==> config.mk <==
export PLATFORM = sky130hd
export DESIGN_NAME = vng_div
export DESIGN_NICKNAME = d
export VERILOG_FILES = /design/src/sv/vng_pkg.sv /design/src/sv/vng_div.sv
export SDC_FILE = /design/constraint.sdc
export NUM_CORES = 1
export LEC_CHECK = 0
export ABC_AREA = 1
export BUFFER_PORTS_ARGS = -buffer_cell sky130_fd_sc_hd__buf_4
export CAP_MARGIN = 30
export CORE_ASPECT_RATIO = 1.1
export CORE_MARGIN = 1
export CORE_UTILIZATION = 42
export CTS_CLUSTER_SIZE = 10
export DETAILED_ROUTE_END_ITERATION = 12
export PLACE_DENSITY = 0.7
export REMOVE_ABC_BUFFERS = 1
export SKIP_LAST_GASP = 1
export SYNTH_ARGS = -nofsm -noshare
export SYNTH_HDL_FRONTEND = slang
export SYNTH_SLANG_ARGS = --single-unit
==> constraint.sdc <==
create_clock -name i_clk -period 10.55 [get_ports i_clk]
set_input_delay 0.5275 -clock i_clk [delete_from_list [all_inputs] [get_ports i_clk]]
set_output_delay 0.5275 -clock i_clk [all_outputs]
set_load 0.02 [all_outputs]
==> src/sv/vng_pkg.sv <==
`timescale 1ns / 1ps
// ----------------------------------------------------------------------------
// vng_pkg
// Shared constants and types of the value noise pixel generator.
// ----------------------------------------------------------------------------
package vng_pkg;

    localparam int POS_W      = 12;               // pixel coordinate width
    localparam int FRAC_W     = 16;               // Q0.16 fraction
    localparam int DVD_W      = POS_W + FRAC_W;   // dividend of the long division
    localparam int BS_W       = 9;                // block size width
    localparam int DIV_STEPS  = 4;                // quotient bits per divider stage
    localparam int DIV_STAGES = DVD_W / DIV_STEPS;

    typedef enum logic [1:0] {
        CFG_BLOCK_SIZE   = 2'd0,
        CFG_IMAGE_WIDTH  = 2'd1,
        CFG_IMAGE_HEIGHT = 2'd2
    } t_cfg_reg;

endpackage

==> src/sv/vng_div.sv <==
`timescale 1ns / 1ps
// ----------------------------------------------------------------------------
// vng_div
// Pipelined restoring divider, DIV_STEPS quotient bits per stage.
// ----------------------------------------------------------------------------
module vng_div import vng_pkg::*; (
    input  logic                i_clk,
    input  logic                i_en,
    input  logic [DVD_W-1:0]    i_dividend,
    input  logic [BS_W-1:0]     i_divisor,
    output logic [DVD_W-1:0]    o_quotient
);

    typedef struct packed {
        logic [BS_W-1:0]  rem;
        logic [DVD_W-1:0] dvd;
        logic [DVD_W-1:0] quo;
    } t_div_st;

    function automatic t_div_st div_steps(t_div_st st_in, logic [BS_W-1:0] d);
        t_div_st       st;
        logic [BS_W:0] r2;
        st = st_in;
        for (int i = 0; i < DIV_STEPS; i++) begin
            r2     = {st.rem, st.dvd[DVD_W-1]};
            st.dvd = {st.dvd[DVD_W-2:0], 1'b0};
            if (r2 >= {1'b0, d}) begin
                st.rem = BS_W'(r2 - {1'b0, d});
                st.quo = {st.quo[DVD_W-2:0], 1'b1};
            end else begin
                st.rem = r2[BS_W-1:0];
                st.quo = {st.quo[DVD_W-2:0], 1'b0};
            end
        end
        return st;
    endfunction

    t_div_st r_st [DIV_STAGES];
    t_div_st n_st [DIV_STAGES];

    always_comb begin
        n_st[0] = div_steps('{rem: '0, dvd: i_dividend, quo: '0}, i_divisor);
        for (int k = 1; k < DIV_STAGES; k++) begin
            n_st[k] = div_steps(r_st[k-1], i_divisor);
        end
    end

    always_ff @(posedge i_clk) begin
        if (i_en) begin
            r_st <= n_st;
        end
    end

    assign o_quotient = r_st[DIV_STAGES-1].quo;

endmodule

==> results.json <==
{
  "synth_area_per_cell_sq_um": 8.53,
  "diodes": 0,
  "insertion_delay_ns": 0.60,
  "grt_pass1_vias": 17000,
  "start_util_pct": 42.5,
  "critPathMaxFanout": 31,
  "relSlewSlack_pct": 35.7,
  "drt-pass1-iter-count": 6,
  "cp_slowest_stage_delay_ns": 0.60,
  "drive_above_1_share_pct": 14.0,
  "maxCapViolCount": 0,
  "synth_fa_ha_area_share_pct": 16.1,
  "crit_family": "simple AND/OR/NAND/NOR gates",
  "hold_buffers": 0,
  "outcome": "complete, no violations",
  "synth.cell_area_sq_um": 22300,
  "core_area_sq_um": 52400,
  "synth_edf_count": 250,
  "synth_compound_area_share_pct": 9.46,
  "cp.required_ns": 11.01,
  "seqCellArea_sq_um": 7510,
  "synth.area.top_cells": "edfxtp_1 34%, ha_1 14%, nand2_1 12%",
  "first_iter_violations": 1137,
  "multi_input_area_sq_um": 13100,
  "synth_top_flop_cell": "edfxtp_1",
  "grt_use_total_pct": 19.0,
  "synthSimpleGateAreaFrac_pct": 27.3,
  "wire_per_inst_um": 15.3,
  "overflow": 0,
  "hold_violations": 0,
  "skew_ns": 0.0270,
  "placementRows": 88,
  "rsz0062_at_grt": "no",
  "post_cts_resized": 0,
  "die_w_um": 221,
  "ant_nets": 0,
  "synthArstFlopShare_pct": 0,
  "routed.top_layer": "met4",
  "cp.arrival_ns": 8.51,
  "clk_pin_slew_worst_paths_ns": 0.06,
  "wl_mm": 51.3,
  "num_io_pins": 67,
  "grt_max_degree": 103,
  "worstSetupEndpointType": "flip-flop",
  "fp.dieH_um": 243,
  "dp.final_hpwl_mm": 38.3,
  "synth_cells": 2607,
  "synth-xor-area-share_pct": 6.06,
  "layout_common_cells": "714 x nand2_1, 299 x inv_1, 250 x edfxtp_1",
  "min_period_ns": 8.05,
  "numCtsBuffers": 31,
  "synth.distinct_cells": 48,
  "clock_sinks": 250,
  "setup-tns-final_ns": 0,
  "synth_top_area_share_pct": 33.7,
  "via_count": 17500,
  "clockBufferDepth": 3,
  "yosysWarnings": 0,
  "wl_met2_mm": 25.3,
  "cts_setup_buffers": 0,
  "synth_top_family_by_area": "simple AND/OR/NAND/NOR gates",
  "worst-slew-pin-transition_ns": 0.964,
  "maxSlewViolCount": 0,
  "antenna_found_initial": 0,
  "yosysTopAreaCell": "edfxtp_1",
  "dieArea_sq_um": 53900,
  "muxShareOfSynthArea_pct": 0,
  "min_period_over_period_pct": 76.3,
  "criticalPathCategory": "in2reg",
  "startpoint_type": "input pin",
  "nets": 2984,
  "io_buffers": 66,
  "hold_class": "in2reg",
  "viasPerCell": 5.22,
  "grt_pass1_wl_mm": 83.8,
  "rrSetupSlack_ns": 3.10,
  "fillers": 5015,
  "cts.root.buffer_cell": "clkbuf_16",
  "wl_met1_mm": 21.7,
  "mostFrequentLayoutCell": "nand2_1",
  "crit_slowest_cell": "buf_4",
  "yosysSeqAreaShare_pct": 33.7,
  "synth-seq-cells": 250,
  "wl_met3_mm": 2.30,
  "area_growth_pct": 8.96,
  "path_buf_inv": 5,
  "gp_congestion": 0.902,
  "htreeDepth": 1,
  "finalSetupViolCount": 0,
  "critPathMostFrequentCell": "nand2_1",
  "drc": 0,
  "max_freq_mhz": 124,
  "tritoncts": "yes"
}
[stage by stage]
step	cell area [sq um]	std cells	hold WS, ns	utilization [%]	setup WS [ns]
finish	24200	3360	0.104	46.3	2.50
detailed placement	23300	3315	0.405	44.4	1.83
CTS	24200	3359	0.0716	46.2	2.46
global route	24200	3360	0.0766	46.3	1.77
global placement	23300	3315	0.402	44.4	1.89
floorplan	21800	2559	0.400	-	2.95
[state kept, by name, summed over array words and instances (netlist names)]
signal	cells
n_st	60
r_st	162
o_quotient	28
[final cells by class]
cell class	count	share of cell area, %
Clock buffer	34	3.25
Clock inverter	10	0.563
Inverter	318	4.96
Multi-Input combinational cell	1991	54.1
Sequential cell	250	31.0
Tap cell	675	3.48
Timing Repair Buffer	82	2.70
[metal layers]
metal	track usage, %	vias up
li1	-	8864
met1	22.5	8148
met2	34.4	415
met3	2.54	116
met4	7.76	0
met5	0	-
[logic make-up after synthesis]
group           after synthesis
compound gates              331
xor+xnor                    154
fa+ha+maj                   271
buf+inv                     366
flops                       250
simple gates               1235
[Yosys cell counts, types with 12 or more instances]
cell type and count:
buf_6 12, nand3_1 150, o21ai_2 38, buf_4 32
xor2_1 90, xnor2_1 64, inv_2 14, nand2_4 17
ha_1 245, edfxtp_1 250, fa_1 26, nand2_1 714
nor2_1 121, nand2_2 86, nand3_2 23, o21bai_1 22
nand3_4 12, inv_1 300, a21oi_1 116, o21ai_1 35
a31oi_1 25, nor2_8 14, nor3_1 24, nand4_1 31
o21ai_0 50
[worst paths after layout]
| kind | start | to | cells after the start |
|---|---|---|---|
| worst min-delay path | i_dividend[2] | n_st[363] | 1 |
| worst max register to register | r_st[315] | r_st[253] | 41 |
| worst max-delay path | i_divisor[1] | r_st[253] | 43 |
| worst min register to register | n_st[309] | n_st[248] | 0 |
Power is left out: the tool's default activity adds up to more than one toggle a clock period on the data nets, which glitch-free logic cannot reach.
